[src/rtl/core/cpm_pkg.sv]
// ----------------------------------------------------------------------------
// Closest pair package
// Types shared by the point cells, the result collector and the top level.
// ----------------------------------------------------------------------------
`default_nettype none

package cpm_pkg;

  // Width of one coordinate and of a Manhattan distance.
  localparam int unsigned CoordW = 32;
  localparam int unsigned DistW  = CoordW + 1;

  // Distance that marks "no pair compared yet"; above every real distance.
  localparam logic [DistW-1:0] DistNone = '1;

  // One input transaction.
  typedef struct packed {
    logic signed [CoordW-1:0] point_x;
    logic signed [CoordW-1:0] point_y;
    logic                     last_point;
  } point_in_t;

  // One result transaction.
  typedef struct packed {
    logic [DistW-1:0] min_manhattan;
    logic             no_pair;
    logic             capacity_overflow;
  } result_t;

  // A point travelling down the cell row with its running minimum.
  typedef struct packed {
    logic                     valid;
    logic                     last;
    logic                     placed;
    logic signed [CoordW-1:0] x;
    logic signed [CoordW-1:0] y;
    logic [DistW-1:0]         best;
  } token_t;

endpackage : cpm_pkg

`default_nettype wire

[src/rtl/core/cpm_collect.sv]
// ----------------------------------------------------------------------------
// Closest pair result collector
// Merges the running minima of points leaving the cell row, counts stored
// points, notes dropped ones and presents the result of each set.
// ----------------------------------------------------------------------------
`default_nettype none

module cpm_collect
  import cpm_pkg::*;
(
  input  wire logic   clk_i,
  input  wire logic   rst_ni,
  input  wire token_t tok_i,
  output logic        adv_o,
  output logic        out_valid_o,
  input  wire logic   out_stall_i,
  output result_t     out_data_o
);

  logic [DistW-1:0] best_q, best_d;
  logic [1:0]       cnt_q, cnt_d;
  logic             ovf_q, ovf_d;
  logic             out_valid_q, out_valid_d;
  result_t          out_data_q, out_data_d;
  logic             take;
  logic             no_pair;

  // The row only halts when a finished set cannot leave the result register.
  assign adv_o = !(tok_i.valid && tok_i.last && out_valid_q && out_stall_i);
  assign take  = adv_o && tok_i.valid;

  // Accumulate over the set and close it on its last point.
  always_comb begin
    best_d      = best_q;
    cnt_d       = cnt_q;
    ovf_d       = ovf_q;
    out_valid_d = out_valid_q && out_stall_i;
    out_data_d  = out_data_q;
    no_pair     = 1'b0;
    if (take) begin
      if (tok_i.placed) begin
        if (tok_i.best < best_d) begin
          best_d = tok_i.best;
        end
        if (cnt_d != 2'd2) begin
          cnt_d = cnt_d + 2'd1;
        end
      end else begin
        ovf_d = 1'b1;
      end
      if (tok_i.last) begin
        no_pair                      = (cnt_d != 2'd2);
        out_valid_d                  = 1'b1;
        out_data_d.no_pair           = no_pair;
        out_data_d.min_manhattan     = no_pair ? '0 : best_d;
        out_data_d.capacity_overflow = ovf_d;
        best_d                       = DistNone;
        cnt_d                        = '0;
        ovf_d                        = 1'b0;
      end
    end
  end

  always_ff @(posedge clk_i or negedge rst_ni) begin
    if (!rst_ni) begin
      best_q      <= DistNone;
      cnt_q       <= '0;
      ovf_q       <= 1'b0;
      out_valid_q <= 1'b0;
    end else begin
      best_q      <= best_d;
      cnt_q       <= cnt_d;
      ovf_q       <= ovf_d;
      out_valid_q <= out_valid_d;
    end
  end

  always_ff @(posedge clk_i) begin
    out_data_q <= out_data_d;
  end

  assign out_valid_o = out_valid_q;
  assign out_data_o  = out_data_q;

endmodule : cpm_collect

`default_nettype wire

[config.mk]
export PLATFORM = sky130hd
export DESIGN_NAME = cpm_collect
export DESIGN_NICKNAME = d
export VERILOG_FILES = /design/src/rtl/core/cpm_pkg.sv /design/src/rtl/core/cpm_collect.sv
export SDC_FILE = /design/constraint.sdc
export NUM_CORES = 1
export LEC_CHECK = 0
export ABC_AREA = 1
export BUFFER_PORTS_ARGS = -buffer_cell sky130_fd_sc_hd__buf_2
export CAP_MARGIN = 20
export CORE_MARGIN = 5
export CORE_UTILIZATION = 51
export DETAILED_ROUTE_END_ITERATION = 10
export PLACE_DENSITY = 0.81
export SYNTH_ARGS = -nofsm -noshare
export SYNTH_HDL_FRONTEND = slang
export SYNTH_SLANG_ARGS = --single-unit
[constraint.sdc]
create_clock -name clk_i -period 3.25 [get_ports clk_i]
set_clock_uncertainty 0.15 [all_clocks]
set_input_delay 0.325 -clock clk_i [delete_from_list [all_inputs] [get_ports clk_i]]
set_output_delay 0.325 -clock clk_i [all_outputs]
set_load 0.03 [all_outputs]
After elaboration in Yosys (flattened, before gate mapping)
Index checks and enable logic that the tools add are counted. Widths: inputs -> output; s select.

Logic and storage cells: 29. Input bits: 103. Output and inout port bits: 37. Flip-flop bits (word level): 72.

Equal/unequal tests: 2. Reduce and logical (&&, ||, !) cells: 7. Magnitude comparators: 1. $add $sub $neg: 1. Multiplexer cells: 11.

Operators with widths (number): $mux 33 (3); $lt 33x33->1 (1); $mux 2 (4); $logic_and 1x1->1 (5); $mux 1 (4); $ne 2x2->1 const B (2); $add 2x1->2 const B (1); $reduce_and 2->1 (1); $logic_not 1->1 (1).

Depth between registers and ports, before layout
Depth after elaboration: 7. Mapped depth: 17. Depth with buffers taken out: 16.

Worst setup path after synthesis
OpenSTA, ideal clock, no wires.

Path kind: reg-to-reg. From: register out_valid_q, in the netlist out_valid_o. To: register out_data_q (netlist bit out_data_o[0]), enable pin. Clock period less this slack: 2712 ps. Arrival time: 2135 ps. Path buffers: 0. Cell stages (with the launch flop): 4. Required time: 2673 ps. Path slack: 538 ps. Library setup time: 427 ps. Cell sequence: dfrtp_1 nand2_1 inv_1 nor2_1.

Cells in the longest elaborated chain, start to end: 5.

Ends and longest elaborated chain: start, declared (line cpm_collect.sv:23) `logic out_valid_q, out_valid_d;`; start signal, assigned (line cpm_collect.sv:74) `out_valid_q <= out_valid_d;`; $logic_and 1x1->1 (2 in a row) (line cpm_collect.sv:29) `assign adv_o = !(tok_i.valid && tok_i.last && out_valid_q && out_stall_i);`; $logic_not 1->1 (line cpm_collect.sv:29); $logic_and 1x1->1 (line cpm_collect.sv:30) `assign take = adv_o && tok_i.valid;`; $reduce_and 2->1 (no line); end signal, assigned (line cpm_collect.sv:79) `out_data_q <= out_data_d;`; end, declared (line cpm_collect.sv:24) `result_t out_data_q, out_data_d;`.

Every way passes these cells. A chain may end at the register's enable or synchronous reset.

Worst setup path after layout
From: register best_q[28]. To: register out_data_q (netlist bit out_data_o[15]) (data pin).

Cells in the longest elaborated chain, start to end: 3.

Ends and longest elaborated chain: start, declared (line cpm_collect.sv:20) `logic [DistW-1:0] best_q, best_d;`; start signal, assigned (line cpm_collect.sv:66) `best_q <= DistNone;`; start signal, assigned (line cpm_collect.sv:71) `best_q <= best_d;`; $lt 33x33->1 (line cpm_collect.sv:42) `if (tok_i.best < best_d) begin`; $mux 33 (line cpm_collect.sv:42); $mux 33 (line cpm_collect.sv:41) `if (tok_i.placed) begin`.

Every way passes these cells.

==> results.yml <==
sta:
  finalCriticalPeriod_ns: 2.84
  max_freq_mhz: 353
  fin_crit_sh_pct: 87.3
  setup_violations: 0
  rsz0062_at_grt: "false"
  finalMaxSlewViolations: 0
  setup_tns_ns: 0
  finalHoldViolCount: 0
  max_slew_margin_pct: 41.0
  worstMarginPinSlew_ns: 0.885
synth:
  avgSynthCellArea_um2: 8.25
  synth_ff_type: "edfxtp_1"
  syn_nets: 644
  synth_cell_type_count: 22
  synth_warnings: 0
  synth_edf_count: 35
  synth_area_leaders: "edfxtp_1 25%, dfstp_2 21%, nand2_1 13%"
  ys_ff_latch: 72
  synthTopCellsByCount: "147 x nand2_1, 87 x inv_1, 68 x nand3_1, 45 x a21oi_1, 35 x edfxtp_1"
  synth-seq-area-share_pct: 48.2
  yosysMostFrequentCell: "nand2_1"
  synthArstFlopShare_pct: 51.4
  synth.cell_area_um2: 4190
  syn_inst: 508
  yosys.area.top_type_share_pct: 25.1
  yosys.area.top_type: "edfxtp_1"
critical_path:
  reg2reg_slack_ns: 0.41
  critical_path.slowest_cell: "dfstp_2"
  path_buf_inv: 2
  cp-start-kind: "flip-flop"
  worstPathArrival_ns: 2.75
  endpoint: "out_data_o[15]$_SDFFCE_PP0P_"
  cp_num_cells: 12
  critical_path_class: "flip-flop to flip-flop"
  crit_top_cell: "nand2_1"
  cp_cell_sequence: "inv_1, ha_1, nand2_1, inv_1, nand2_1, nand2_1, a21oi_1, nand2_1, nor2_4, nand2_4, nand2_1, a21oi_1"
  r2r_cells: 12
  end_kind: "flip-flop"
  required_ns: 3.17
  slowest_delay_ns: 0.53
  cp-startpoint: "best_q[28]$_DFFE_PN1P_"
  r2r_end: "out_data_o[15]$_SDFFCE_PP0P_"
  path_delay_family: "simple AND/OR/NAND/NOR gates"
  critPathMaxFanout: 33
  r2r-start: "best_q[28]$_DFFE_PN1P_"
global_routing:
  grt_max_degree: 38
  first_global_vias: 3519
  grtUsageTotal_pct: 19.9
  grt-ovfl-total: 0
  grt_pass1_wl_um: 15800
  grt_antenna_before_repair: 0
final_layout:
  fill_cells: 719
  fin_nets: 719
  syn_to_final_growth_pct: 17.1
  drive_above_1_share_pct: 24.7
  multi_input_area_um2: 1740
  seq_area_um2: 2020
  antenna_cells: 0
clock_network:
  htree_levels: 3
  cts_setup_buffers: 0
  cts_resized: 0
  clk_path_buf_depth: 2
  clock_sink_count: 72
  cts_buffers: 9
  cts_tree: "done"
  insertion_delay_ns: 0.35
  cts-root-buf: "clkbuf_8"
  path_clk_slew_ns: 0.08
floorplan:
  chipWidth_um: 101
  core_um2: 8090
  fp-row-count: 33
  start_util_pct: 51.8
  fp.dieArea_um2: 10100
  ios: 140
  die_h_um: 101
routing:
  avgRoutedWirePerCell_um: 13.9
  first_iter_violations: 173
  vias_per_cell: 5.23
  drtPass1Iterations: 4
  drc: 0
  drtAntennaViolNets: 0
  num_vias: 3625
  totalWireLength_um: 9660
power:
  pwr-share-seq_pct: 43.1
  power.switching_uw: 792
  finalPower_mw: 2.64
  p_sw_share_pct: 30.0
  p_leak_nw: 2.65
  power.density_nw_per_um2: 538
  p_int_mw: 1.84
  comb_power_share_pct: 23.1
  power_frac_clock_pct: 33.8
  worst_ir_drop_vdd_mv: 0.236
placed_design:
  io_buffer_count: 75
  dp_hpwl_um: 6570
  place_congestion: 0.823
min_path:
  holdCritPathClass: "input port to flip-flop"
job:
  drv_cap: 0
outcome:
  outcome: "finished clean"
## logic make-up after synthesis
family	after synthesis	share of synthesized area, %
buffers and inverters	105	10.4
adder cells (fa/ha/maj)	33	9.86
AO/OA/AOI/OAI	53	6.54
AND/OR/NAND/NOR	245	25.1
flip-flops	72	48.2
## registers in the layout, indices dropped and copies added (netlist names)
name / flops
out_data_o: 35
ovf_q: 1
cnt_q: 2
best_q: 33
out_valid_o: 1
## worst reg2reg max path, cell delays in order (launching register included)
cell	delay, ns
dfstp_2	0.53
inv_1	0.05
ha_1	0.29
nand2_1	0.11
inv_1	0.04
nand2_1	0.05
nand2_1	0.05
a21oi_1	0.15
nand2_1	0.10
nor2_4	0.37
nand2_4	0.37
nand2_1	0.19
a21oi_1	0.10
## worst min-delay path by stage
stage,to,start,depth (start not counted)
2_1_floorplan,cnt_q[0]$_DFFE_PN0P_,rst_ni,0
5_1_grt,out_valid_o$_DFF_PN0_,out_stall_i,3
4_1_cts,out_valid_o$_DFF_PN0_,out_stall_i,3
3_3_place_gp,out_valid_o$_DFF_PN0_,out_valid_o$_DFF_PN0_,2
6_report,out_valid_o$_DFF_PN0_,out_stall_i,3
3_5_place_dp,out_valid_o$_DFF_PN0_,out_valid_o$_DFF_PN0_,2
## per-layer routing
layer  wire length, µm  vias up  global-route usage, %
met1              4050     1696                   25.0
met2              4770      134                   33.0
met5                 0        -                      0
li1                  -     1777                      -
met3               637       18                   3.67
met4               201        0                   10.1
## power groups by stage
| stage | registers (mW) | clock network [mW] | logic [mW] |
|---|---|---|---|
| after floorplan | 1.20 | 0 | 0.399 |
| final | 1.14 | 0.892 | 0.610 |
| after global placement | 1.15 | 0 | 0.578 |
| after detailed placement | 1.15 | 0 | 0.602 |
| after CTS | 1.14 | 0.908 | 0.610 |
| after global routing | 1.15 | 0.952 | 0.696 |
## through the flow
stage | worst slack (ns) | hold WS, ns | std cells | instance area (µm²) | util (%)
finish | 0.414 | 0.0459 | 693 | 4900 | 60.6
global route | 0.144 | 0.0540 | 693 | 4900 | 60.6
CTS | 0.408 | 0.0351 | 693 | 4900 | 60.6
detailed placement | 0.440 | 0.343 | 676 | 4640 | 57.3
global placement | 0.434 | 0.333 | 676 | 4640 | 57.3
floorplan | 0.538 | -0.121 | 508 | 4190 | -
## placed cells by master (no fill, tap or decap), drive strengths merged, types with 11 or more instances in the layout
| cell | Yosys | routed |
|---|---|---|
| nor2 | 18 | 18 |
| buf | 11 | 81 |
| ha | 33 | 33 |
| clkbuf | 7 | 11 |
| nand2 | 158 | 158 |
| inv | 87 | 87 |
| a21oi | 45 | 45 |
| edfxtp | 35 | 35 |
| dfstp | 33 | 33 |
| nand3 | 68 | 68 |
## layout make-up
class,instances,area share [%]
multi-input cells,331,35.6
inverters,87,6.66
clock buffers,11,3.09
well taps,105,2.68
repair buffers,82,8.78
flip-flops and latches,72,41.1
clock inverters,5,2.09
## repair_timing
item,in CTS,in global routing
hold endpoints to repair,4,0
endpoints found under the setup margin,0,0
hold buffers,1,0
Power figures use the tool's default switching activity.
