<file path="src/rtl/core/cpm_pkg.sv">
// ----------------------------------------------------------------------------
// Closest pair package
// Types shared by the point cells, the result collector and the top level.
// ----------------------------------------------------------------------------
`default_nettype none

package cpm_pkg;

  // Width of one coordinate and of a Manhattan distance.
  localparam int unsigned CoordW = 32;
  localparam int unsigned DistW  = CoordW + 1;

  // Distance that marks "no pair compared yet"; above every real distance.
  localparam logic [DistW-1:0] DistNone = '1;

  // One input transaction.
  typedef struct packed {
    logic signed [CoordW-1:0] point_x;
    logic signed [CoordW-1:0] point_y;
    logic                     last_point;
  } point_in_t;

  // One result transaction.
  typedef struct packed {
    logic [DistW-1:0] min_manhattan;
    logic             no_pair;
    logic             capacity_overflow;
  } result_t;

  // A point travelling down the cell row with its running minimum.
  typedef struct packed {
    logic                     valid;
    logic                     last;
    logic                     placed;
    logic signed [CoordW-1:0] x;
    logic signed [CoordW-1:0] y;
    logic [DistW-1:0]         best;
  } token_t;

endpackage : cpm_pkg

`default_nettype wire

</file>
<file path="src/rtl/core/cpm_cell.sv">
// ----------------------------------------------------------------------------
// Closest pair point cell
// Holds at most one point. A passing point is compared with the held one in
// two register stages, or is captured when the cell is empty.
// ----------------------------------------------------------------------------
`default_nettype none

module cpm_cell
  import cpm_pkg::*;
(
  input  wire logic   clk_i,
  input  wire logic   rst_ni,
  input  wire logic   adv_i,
  input  wire token_t tok_i,
  output token_t      tok_o
);

  logic                     full_q, full_d;
  logic signed [CoordW-1:0] pt_x_q, pt_y_q;
  token_t                   s1_tok_q, s1_tok_d;
  logic                     s1_cmp_q, s1_cmp_d;
  logic [CoordW-1:0]        adx_q, adx_d, ady_q, ady_d;
  token_t                   s2_tok_q, s2_tok_d;
  logic                     capture;
  logic [DistW-1:0]         dist_sum;

  // Stage one: absolute coordinate differences and the capture decision.
  always_comb begin
    capture  = tok_i.valid && !tok_i.placed && !full_q;
    s1_cmp_d = tok_i.valid && !tok_i.placed && full_q;
    adx_d    = (tok_i.x > pt_x_q) ? CoordW'(tok_i.x - pt_x_q) : CoordW'(pt_x_q - tok_i.x);
    ady_d    = (tok_i.y > pt_y_q) ? CoordW'(tok_i.y - pt_y_q) : CoordW'(pt_y_q - tok_i.y);
    s1_tok_d = tok_i;
    if (capture) begin
      s1_tok_d.placed = 1'b1;
    end
    // The closing point of a set empties every cell it passes.
    full_d = full_q;
    if (tok_i.valid && tok_i.last) begin
      full_d = 1'b0;
    end else if (capture) begin
      full_d = 1'b1;
    end
  end

  // Stage two: sum the differences and keep the smaller distance.
  always_comb begin
    dist_sum = DistW'(adx_q) + DistW'(ady_q);
    s2_tok_d = s1_tok_q;
    if (s1_cmp_q && (dist_sum < s1_tok_q.best)) begin
      s2_tok_d.best = dist_sum;
    end
  end

  // Control registers.
  always_ff @(posedge clk_i or negedge rst_ni) begin
    if (!rst_ni) begin
      full_q   <= 1'b0;
      s1_tok_q <= '0;
      s1_cmp_q <= 1'b0;
      s2_tok_q <= '0;
    end else if (adv_i) begin
      full_q   <= full_d;
      s1_tok_q <= s1_tok_d;
      s1_cmp_q <= s1_cmp_d;
      s2_tok_q <= s2_tok_d;
    end
  end

  // Payload registers.
  always_ff @(posedge clk_i) begin
    if (adv_i) begin
      adx_q <= adx_d;
      ady_q <= ady_d;
      if (capture) begin
        pt_x_q <= tok_i.x;
        pt_y_q <= tok_i.y;
      end
    end
  end

  assign tok_o = s2_tok_q;

endmodule : cpm_cell

`default_nettype wire

</file>
<file path="config.mk">
export PLATFORM = sky130hd
export DESIGN_NAME = cpm_cell
export DESIGN_NICKNAME = d
export VERILOG_FILES = /design/src/rtl/core/cpm_pkg.sv /design/src/rtl/core/cpm_cell.sv
export SDC_FILE = /design/constraint.sdc
export NUM_CORES = 1
export LEC_CHECK = 0
export ABC_AREA = 1
export BUFFER_PORTS_ARGS = -buffer_cell sky130_fd_sc_hd__buf_2
export CAP_MARGIN = 40
export CORE_UTILIZATION = 50
export CTS_BUF_LIST = sky130_fd_sc_hd__clkbuf_4 sky130_fd_sc_hd__clkbuf_8 sky130_fd_sc_hd__clkbuf_16
export CTS_CLUSTER_SIZE = 8
export DETAILED_ROUTE_END_ITERATION = 6
export MAX_ROUTING_LAYER = met4
export PLACE_DENSITY = 0.69
export SKIP_LAST_GASP = 1
export SLEW_MARGIN = 20
export SYNTH_ARGS = -nofsm -noshare
export SYNTH_HDL_FRONTEND = slang
export SYNTH_SLANG_ARGS = --single-unit
</file>
<file path="constraint.sdc">
create_clock -name clk_i -period 6.13 [get_ports clk_i]
set_clock_uncertainty 0.05 [all_clocks]
set_input_delay 0.3065 -clock clk_i [delete_from_list [all_inputs] [get_ports clk_i]]
set_output_delay 0.3065 -clock clk_i [all_outputs]
set_load 0.1 [all_outputs]
</file>
# Word-level counts from Yosys, hierarchy flattened
# Index checks and enable logic that the tools add are counted.
[totals] reg_bits=330 latchBits=0 ramBits=0 rom_bits=0 input_bits=103 memories=0
[op_classes] addsub=5 multipliers=0 div_mod_pow=0 magnitude_cmp=3 eq_ne=0 n_shift=0 n_mux=6 bitwise=0 n_reduce_logical=10
[op_table] op="32-bit subtractor" count=4
[op_table] op="32-bit > comparator" count=2
[op_table] op="32-bit two-way mux" count=2
[op_table] op="32-bit by 32-bit adder with 33-bit output" count=1
[op_table] op="33-bit less-than comparator" count=1
[op_table] op="33-bit two-way mux" count=1
[op_table] op="1-bit logical AND" count=5
[op_table] op="2-bit AND reduction" count=2
[op_table] op="1-bit two-way mux" count=3
[op_table] op="1-bit logical NOT" count=2
[op_table] op="2-bit nonzero test" count=1

# Longest topological paths before layout
# Gate-level depths: netlist of the first run.
[logic_depth] word_depth=5 depth_mapped=29

# Worst setup path after synthesis of the first run
# Ideal clock, no wire load.
[synth_path] path_kind="in2reg" from="input port adv_i" to="register pt_x_q[0], enable pin" t_arrival_ps=5223 t_required_ps=5512 setup_slack_ps=289 cell_stages=3 path_buffers=1 cell_sequence="clkbuf_1 > clkinv_1 > nor3_1"
[synth_via] elab_chain_cells=1
[synth_rtl] item="start: declaration" line="cpm_cell.sv:13" text="input wire logic adv_i,"
[synth_rtl] item="2-bit AND reduction (no source line)"
[synth_rtl] item="end signal: assignment" line="cpm_cell.sv:76" text="pt_x_q <= tok_i.x;"
[synth_rtl] item="end: declaration" line="cpm_cell.sv:19" text="logic signed [CoordW-1:0] pt_x_q, pt_y_q;"
# Every way passes these cells.
# A chain may end at the register's enable or synchronous reset.

# Final worst setup path of the first run
[layout_path] from="input port tok_i[89] (netlist name)" to="register adx_q[22] (data pin)"
[layout_via] elab_chain_cells=2
[layout_rtl] item="start: declaration" line="cpm_cell.sv:14" text="input wire token_t tok_i,"
[layout_rtl] item="32-bit > comparator" line="cpm_cell.sv:31" text="adx_d = (tok_i.x > pt_x_q) ? CoordW'(tok_i.x - pt_x_q) : CoordW'(pt_x_q - tok_i.x);"
[layout_rtl] item="32-bit two-way mux" line="cpm_cell.sv:31"
[layout_rtl] item="net adx_d[22]" line="cpm_cell.sv:22" text="logic [CoordW-1:0] adx_q, adx_d, ady_q, ady_d;"
[layout_rtl] item="end signal: assignment" line="cpm_cell.sv:73" text="adx_q <= adx_d;"
[layout_rtl] item="end: declaration" line="cpm_cell.sv:22"
# The timed path passes the listed nets, and every way through them passes these cells.

==> impl_metrics.json, run 1 <==
{
  "status": "completed",
  "rr_startpoint": "adx_q[0]",
  "synth_cell_types": 40,
  "syn_area_um2": 24400,
  "fmax_mhz": 256,
  "start_kind": "input pin",
  "grt_overflow": 0,
  "dieArea_um2": 49700,
  "p_per_area_nw_per_um2": 285,
  "synthCells": 3574,
  "reg2reg_depth": 21,
  "drt_iter0_markers": 1639,
  "slew_headroom": 0.434,
  "drc": 0,
  "switching_share": 0.388,
  "synth_compound_area_frac": 0.0801,
  "fin_area_um2": 28400,
  "antenna_cells": 0,
  "reg2reg_slack_ps": 2290,
  "grt_max_degree": 130,
  "wl_per_cell_um": 14.6,
  "pwr-share-seq": 0.328,
  "synth_top_family_by_area": "simple AND/OR/NAND/NOR gates",
  "holdPathEnd": "s1_tok_q[64]",
  "core_um2": 47900,
  "ys_warn_count": 0,
  "cpPeakStageDelay_ps": 590,
  "final_cell_mix": "nand2_1 (1,419), inv_1 (585), dfrtp_1 (202)",
  "gp_congestion": 0.967,
  "dp_hpwl_um": 50500,
  "ys_seq_elements": 330,
  "power_mw": 8.09,
  "io_pins": 203,
  "power_frac_comb": 0.352,
  "row_count": 80,
  "drive_above_1_share": 0.0866,
  "tns_ps": 0,
  "syn_nets": 3872,
  "drtPass1Iterations": 6,
  "cts_buffer_depth": 3,
  "cpMostUsedCell": "nand2_1",
  "slowest_stage": "nand2_2",
  "initial_core_util": 0.509,
  "p_sw_mw": 3.14,
  "ant_nets": 0,
  "htreeDepth": 2,
  "drv_cap": 0,
  "async_flop_share": 0.612,
  "grt_antenna_before_repair": 0,
  "post-route-min-period_ps": 3900,
  "crit_chain": "dlygate4sd3_1 -> buf_2 -> inv_1 -> ha_1 -> nand2_1 -> nor2_1 -> nand2_1 -> nor2_1 -> nand2_1 -> nand2_1 -> nand2_1 -> nand2_2 -> nand2_2 -> nand2_1 -> nand2_1",
  "cts-root-buf": "clkbuf_16",
  "holdCritStartpoint": "tok_i[64]",
  "intPower_mw": 4.95,
  "yosys.area_share.simple": 0.314,
  "worst_pin_slew_ps": 849,
  "path_clk_slew_ps": 50,
  "path_buf_inv": 3,
  "r2r-end": "tok_o[18]",
  "synth-edff-count": 128,
  "worstSetupPathType": "input pin to flip-flop",
  "mostFrequentLayoutCell": "nand2_1",
  "synth_seq_area_share": 0.365,
  "vias": 22400,
  "path_max_fanout": 32,
  "rsz0062_at_grt": "false",
  "postCtsSetupBuffers": 0,
  "synth_mux_area_frac": 0,
  "grtUsageTotal": 0.276,
  "peakVddDrop_v": 0.000272,
  "final_max_slew_viol_count": 0,
  "period_share": 0.637,
  "setup_viol": 0,
  "yosys.area_share.adder": 0.102,
  "vias_per_cell": 5.01,
  "clock_latency_ps": 590,
  "nNetsFinal": 4133,
  "io_buffers": 202,
  "leakage_nw": 15.8,
  "end_kind": "flip-flop",
  "cts_tree": "built",
  "cts-buffers-inserted": 48,
  "n_fill_cell": 4576,
  "totalWireLength_um": 65600,
  "layout.core_utilization": 0.591,
  "cpLargestDelayFamily": "simple AND/OR/NAND/NOR gates",
  "place_area_um2": 25800,
  "min_path_type": "input pin to flip-flop",
  "syn_to_final_growth_pct": 16.2,
  "grt_pass1_wl_um": 107000,
  "synth_xor_area_frac": 0.0269,
  "cts_sinks": 330,
  "hold_viol": 0,
  "syn_avg_cell_area_um2": 6.83,
  "crit_required_ps": 6370,
  "holdPathStages": 3,
  "ys.flop_type": "dfrtp_1",
  "chipWidth_um": 223,
  "die_h_um": 223,
  "grt_pass1_vias": 21300,
  "cp.arrival_ps": 4140,
  "p_clk_frac": 0.320
}
==> per-stage QoR <==
stage | instances | hold slack, ps | setup WS (ps)
finish | 4482 | 31.6 | 2230
CTS | 4480 | 12.5 | 2290
global route | 4482 | 29.6 | 1880
detailed placement | 4297 | 347 | 2260
global placement | 4296 | 350 | 2110
floorplan | 3574 | -39.1 | 289
==> synth_stat cells, types with 14 or more instances <==
library cell | count | area (µm²)
nor2_1 | 194 | 728
nand3_1 | 191 | 956
nor3_1 | 15 | 75.1
xor2_1 | 68 | 596
o21bai_1 | 14 | 105
clkbuf_1 | 46 | 173
nand3b_1 | 15 | 113
nand2_1 | 1419 | 5330
dfrtp_1 | 202 | 5050
buf_2 | 23 | 115
edfxtp_1 | 128 | 3840
a21oi_1 | 149 | 746
clkbuf_2 | 20 | 100
nand4_1 | 28 | 175
o21ai_0 | 183 | 916
ha_1 | 190 | 2380
inv_1 | 585 | 2200
==> cell families (layout without fill, tap and decap cells) <==
group / after synthesis / in the layout
xor+xnor: 75 / 75
compound gates: 371 / 371
buf+inv: 701 / 994
simple gates: 1902 / 1902
fa+ha+maj: 195 / 195
flops: 330 / 330
==> sequential cells by signal, indices dropped and copies added, names as in the netlist <==
name and flops:
s1_tok_q 100, tok_o 100, adx_q 32, ady_q 32
pt_x_q 32, pt_y_q 32, full_q 1, s1_cmp_q 1
==> worst register-to-register path: stages, from the launching register on <==
cell      delay, ps
edfxtp_1        370
ha_1            270
fa_1            430
nand2_1          90
nand3_1         230
nand2_1         150
nand2_1         140
xor2_1          280
inv_1            80
ha_1            290
nand2_1          90
nor2_1           40
and2_1          160
nand3_1          80
nor2_1           40
nor2_1           90
nand3_1         100
inv_1           340
buf_16          210
nand2_1          80
nand3_1          70
nand2_1          50
==> repair_timing <==
action / CTS / global route
endpoints found under the hold margin: 254 / 5
hold buffers: 101 / 1
gates resized for setup: 0 / 0
==> worst max-delay path by stage <==
stage	from	to	slack [ps]	depth (start not counted)
2_1_floorplan	adv_i	pt_x_q[0]	290	3
3_3_place_gp	ady_q[4]	tok_o[20]	2110	22
3_5_place_dp	tok_i[89]	adx_q[21]	2260	14
4_1_cts	adx_q[0]	tok_o[7]	2290	24
5_1_grt	adx_q[0]	tok_o[5]	1880	23
6_report	tok_i[89]	adx_q[22]	2230	15
==> power groups by stage <==
stage               Combinational (mW)  Sequential [mW]  Clock [mW]
CTS                               2.84             2.65        2.65
floorplan                         1.48             3.29           0
detailed placement                2.77             2.69           0
global placement                  2.76             2.68           0
global route                      3.17             2.67        2.73
finish                            2.85             2.65        2.59
==> final cells by class <==
| cell class | count | area, µm² | share of cell area |
|---|---|---|---|
| Sequential cell | 330 | 8900 | 0.314 |
| Tap cell | 615 | 769 | 0.0271 |
| Clock inverter | 4 | 27.5 | 0.000971 |
| Clock buffer | 78 | 1470 | 0.0518 |
| Timing Repair Buffer | 315 | 2190 | 0.0771 |
| Multi-Input combinational cell | 2543 | 12800 | 0.450 |
| Inverter | 597 | 2250 | 0.0792 |
==> per-layer routing <==
| metal | vias up | share of wire | global-route usage |
|---|---|---|---|
| met3 | 118 | 0.048 | 0.0308 |
| met1 | 10200 | 0.48 | 0.379 |
| met4 | 0 | 0.033 | 0.103 |
| met2 | 579 | 0.44 | 0.421 |
| li1 | 11600 | - | - |
| met5 | - | 0 | - |
(Power assumes the default switching activity.)
==> run 2, diff against run 1 <==
Settings changed: ABC_AREA 1 to 0.
Clock period 6.13 ns to 3.7 ns, I/O delays scaled along.
==> impl_metrics.json, run 2 <==
{
  "status": "finished with violations",
  "failed_checks": "design-rule violations, negative setup slack",
  "post-synth-top-area-fraction": 0.241,
  "nNetsFinal": 2829,
  "grtUsageTotal": 0.273,
  "crit_required_ps": 4070,
  "initial_core_util": 0.510,
  "dp_hpwl_um": 41500,
  "cp.arrival_ps": 4710,
  "gp_congestion": 0.926,
  "vias_per_cell": 5.57,
  "synth_most_common_cell": "dfrtp_1",
  "cts-buffers-inserted": 47,
  "multi_input_area_um2": 11200,
  "vias": 17200,
  "reg2reg_depth": 23,
  "row_count": 74,
  "drtPass1Iterations": 7,
  "reg2reg_slack_ps": -640,
  "p_per_area_nw_per_um2": 538,
  "setup_viol": 33,
  "n_fill_cell": 3254,
  "r2r-end": "tok_o[11]",
  "syn_avg_cell_area_um2": 10.1,
  "finalWorstSetupSlack_ps": -641,
  "final_cell_mix": "dfrtp_1 (202), buf_2 (200), inv_1 (199)",
  "syn_nets": 2380,
  "syn_to_final_growth_pct": 27.2,
  "synthTopCellsByArea": "dfrtp_1 (24%), edfxtp_1 (18%), ha_1 (11%), mux2_2 (7.2%), a21oi_1 (4.5%)",
  "finalNonFillerCells": 3094,
  "synth-edff-count": 128,
  "worstSetupPathType": "flip-flop to flip-flop",
  "htreeDepth": 2,
  "syn_area_um2": 21000,
  "die_h_um": 207,
  "slew_headroom": 0.402,
  "synth_cell_types": 80,
  "mostFrequentLayoutCell": "dfrtp_1",
  "clock_latency_ps": 590,
  "min_path_type": "input pin to async pin",
  "cts_sinks": 330,
  "cts_tree": "built",
  "power_mw": 14.4,
  "start_kind": "flip-flop",
  "ant_nets": 0,
  "path_max_fanout": 6,
  "cts_buffer_depth": 3,
  "ys.flop_type": "dfrtp_1",
  "drc": 18,
  "final_max_slew_viol_count": 0,
  "drv_cap": 0,
  "io_pins": 203,
  "dieArea_um2": 42800,
  "wl_per_cell_um": 18.4,
  "totalWireLength_um": 57000,
  "core_um2": 41100,
  "chipWidth_um": 207,
  "end_kind": "flip-flop",
  "fmax_mhz": 230,
  "path_clk_slew_ps": 60,
  "io_buffers": 202,
  "synth_seq_area_share": 0.424,
  "synth_common_cells": "dfrtp_1 (202), inv_1 (199), ha_1 (190)",
  "grt_pass1_vias": 16800,
  "grt_max_degree": 203,
  "seq_area_um2": 8900,
  "rsz0062_at_grt": "true",
  "leakage_nw": 12.4,
  "antenna_cells": 0,
  "ys_warn_count": 0,
  "ys_seq_elements": 330,
  "yosys.area.top_type": "dfrtp_1",
  "dp_cells": 2887,
  "peakVddDrop_v": 0.000533,
  "synthCells": 2082,
  "grt_overflow": 0,
  "drt_iter0_markers": 1215,
  "fin_area_um2": 26700,
  "grt_antenna_before_repair": 0,
  "cts-root-buf": "clkbuf_16",
  "drive_above_1_share": 0.263,
  "async_flop_share": 0.612,
  "hold_viol": 0,
  "place_area_um2": 23700,
  "post-route-min-period_ps": 4340,
  "period_share": 1.17,
  "worst_pin_slew_ps": 897,
  "rr_startpoint": "ady_q[0]",
  "grt_pass1_wl_um": 89400
}
-- run 2: cell count changes after synthesis, moves of 71 or more --
cell | previous run | this run
nand2_1 | 1419 | 141
inv_1 | 585 | 199
nand3_1 | 191 | 17
mux2_2 | 0 | 135
nor2_1 | 194 | 95
a21o_1 | 8 | 79
-- run 2: kinds of logic after synthesis --
kind of cell	synth area share
muxes	0.0955
xor gates and xnor gates	0.0368
DFF	0.424
AOI/OAI and AO/OA	0.175
and+or+nand+nor	0.0935
adders and majority gates	0.118
buffers and inverters	0.0569
-- run 2: worst max-delay path by stage --
stage / from / end / slack, ps / depth (start not counted)
3_5_place_dp: ady_q[0] / tok_o[16] / -830 / 21
6_report: ady_q[0] / tok_o[11] / -640 / 23
4_1_cts: ady_q[0] / tok_o[31] / -670 / 22
5_1_grt: ady_q[0] / tok_o[7] / -800 / 23
2_1_floorplan: ady_q[0] / tok_o[11] / -220 / 21
3_3_place_gp: ady_q[0] / tok_o[29] / -680 / 17
-- run 2: final cells by class --
| class | count | share of cell area |
|---|---|---|
| tap | 532 | 0.0249 |
| sequential | 330 | 0.334 |
| clock inverter | 3 | 0.00183 |
| multi-input combinational | 1452 | 0.419 |
| timing repair buffer | 500 | 0.139 |
| inverter | 200 | 0.0281 |
| clock buffer | 77 | 0.0530 |
-- run 2: per-layer routing --
metal,vias to the layer above,routed length (µm),GRT usage
li1,8353,-,-
met1,8336,27000,0.382
met2,453,25900,0.417
met3,88,3020,0.0388
met4,0,1070,0.0649
met5,-,0,-
-- run 2: stage by stage --
stage                      util  setup TNS [ps]  hold WS (ps)  worst slack, ps
final                     0.649          -19220          41.4             -641
after global routing      0.649          -24130          72.1             -802
after CTS                 0.642          -20230           230             -667
after detailed placement  0.575          -25690           289             -830
after global placement    0.575          -20690           270             -678
after floorplan               -           -4400          -161             -219
-- run 2: where the power goes --
group | internal [mW] | total [mW] | switching (mW) | leakage, nW
clock network | 2.61 | 4.24 | 1.64 | 0.746
logic | 2.14 | 5.63 | 3.49 | 8.06
registers | 4.27 | 4.49 | 0.223 | 3.59
-- run 2: repair_timing --
action,in CTS,in global routing
setup endpoints to repair,33,35
buffers inserted,12,8
gates resized for setup,19,35
endpoints found under the hold margin,317,0
cloned,3,0
hold buffers,103,0
pin swaps,16,22
-- run 2: worst max-delay path: stages, from the launching register on --
cell	delay, ps
edfxtp_1	390
ha_2	210
fa_2	360
a21oi_2	190
nor2_2	80
or2_4	250
a31oi_4	150
o21bai_1	100
a21oi_2	170
xnor2_2	140
ha_1	290
a21oi_2	120
nor2_1	50
a211oi_2	190
buf_4	170
a2111oi_4	60
a211oi_2	240
o21ai_2	120
a21oi_4	210
buf_4	150
buf_6	100
buf_16	120
mux2i_1	180
a21oi_1	80
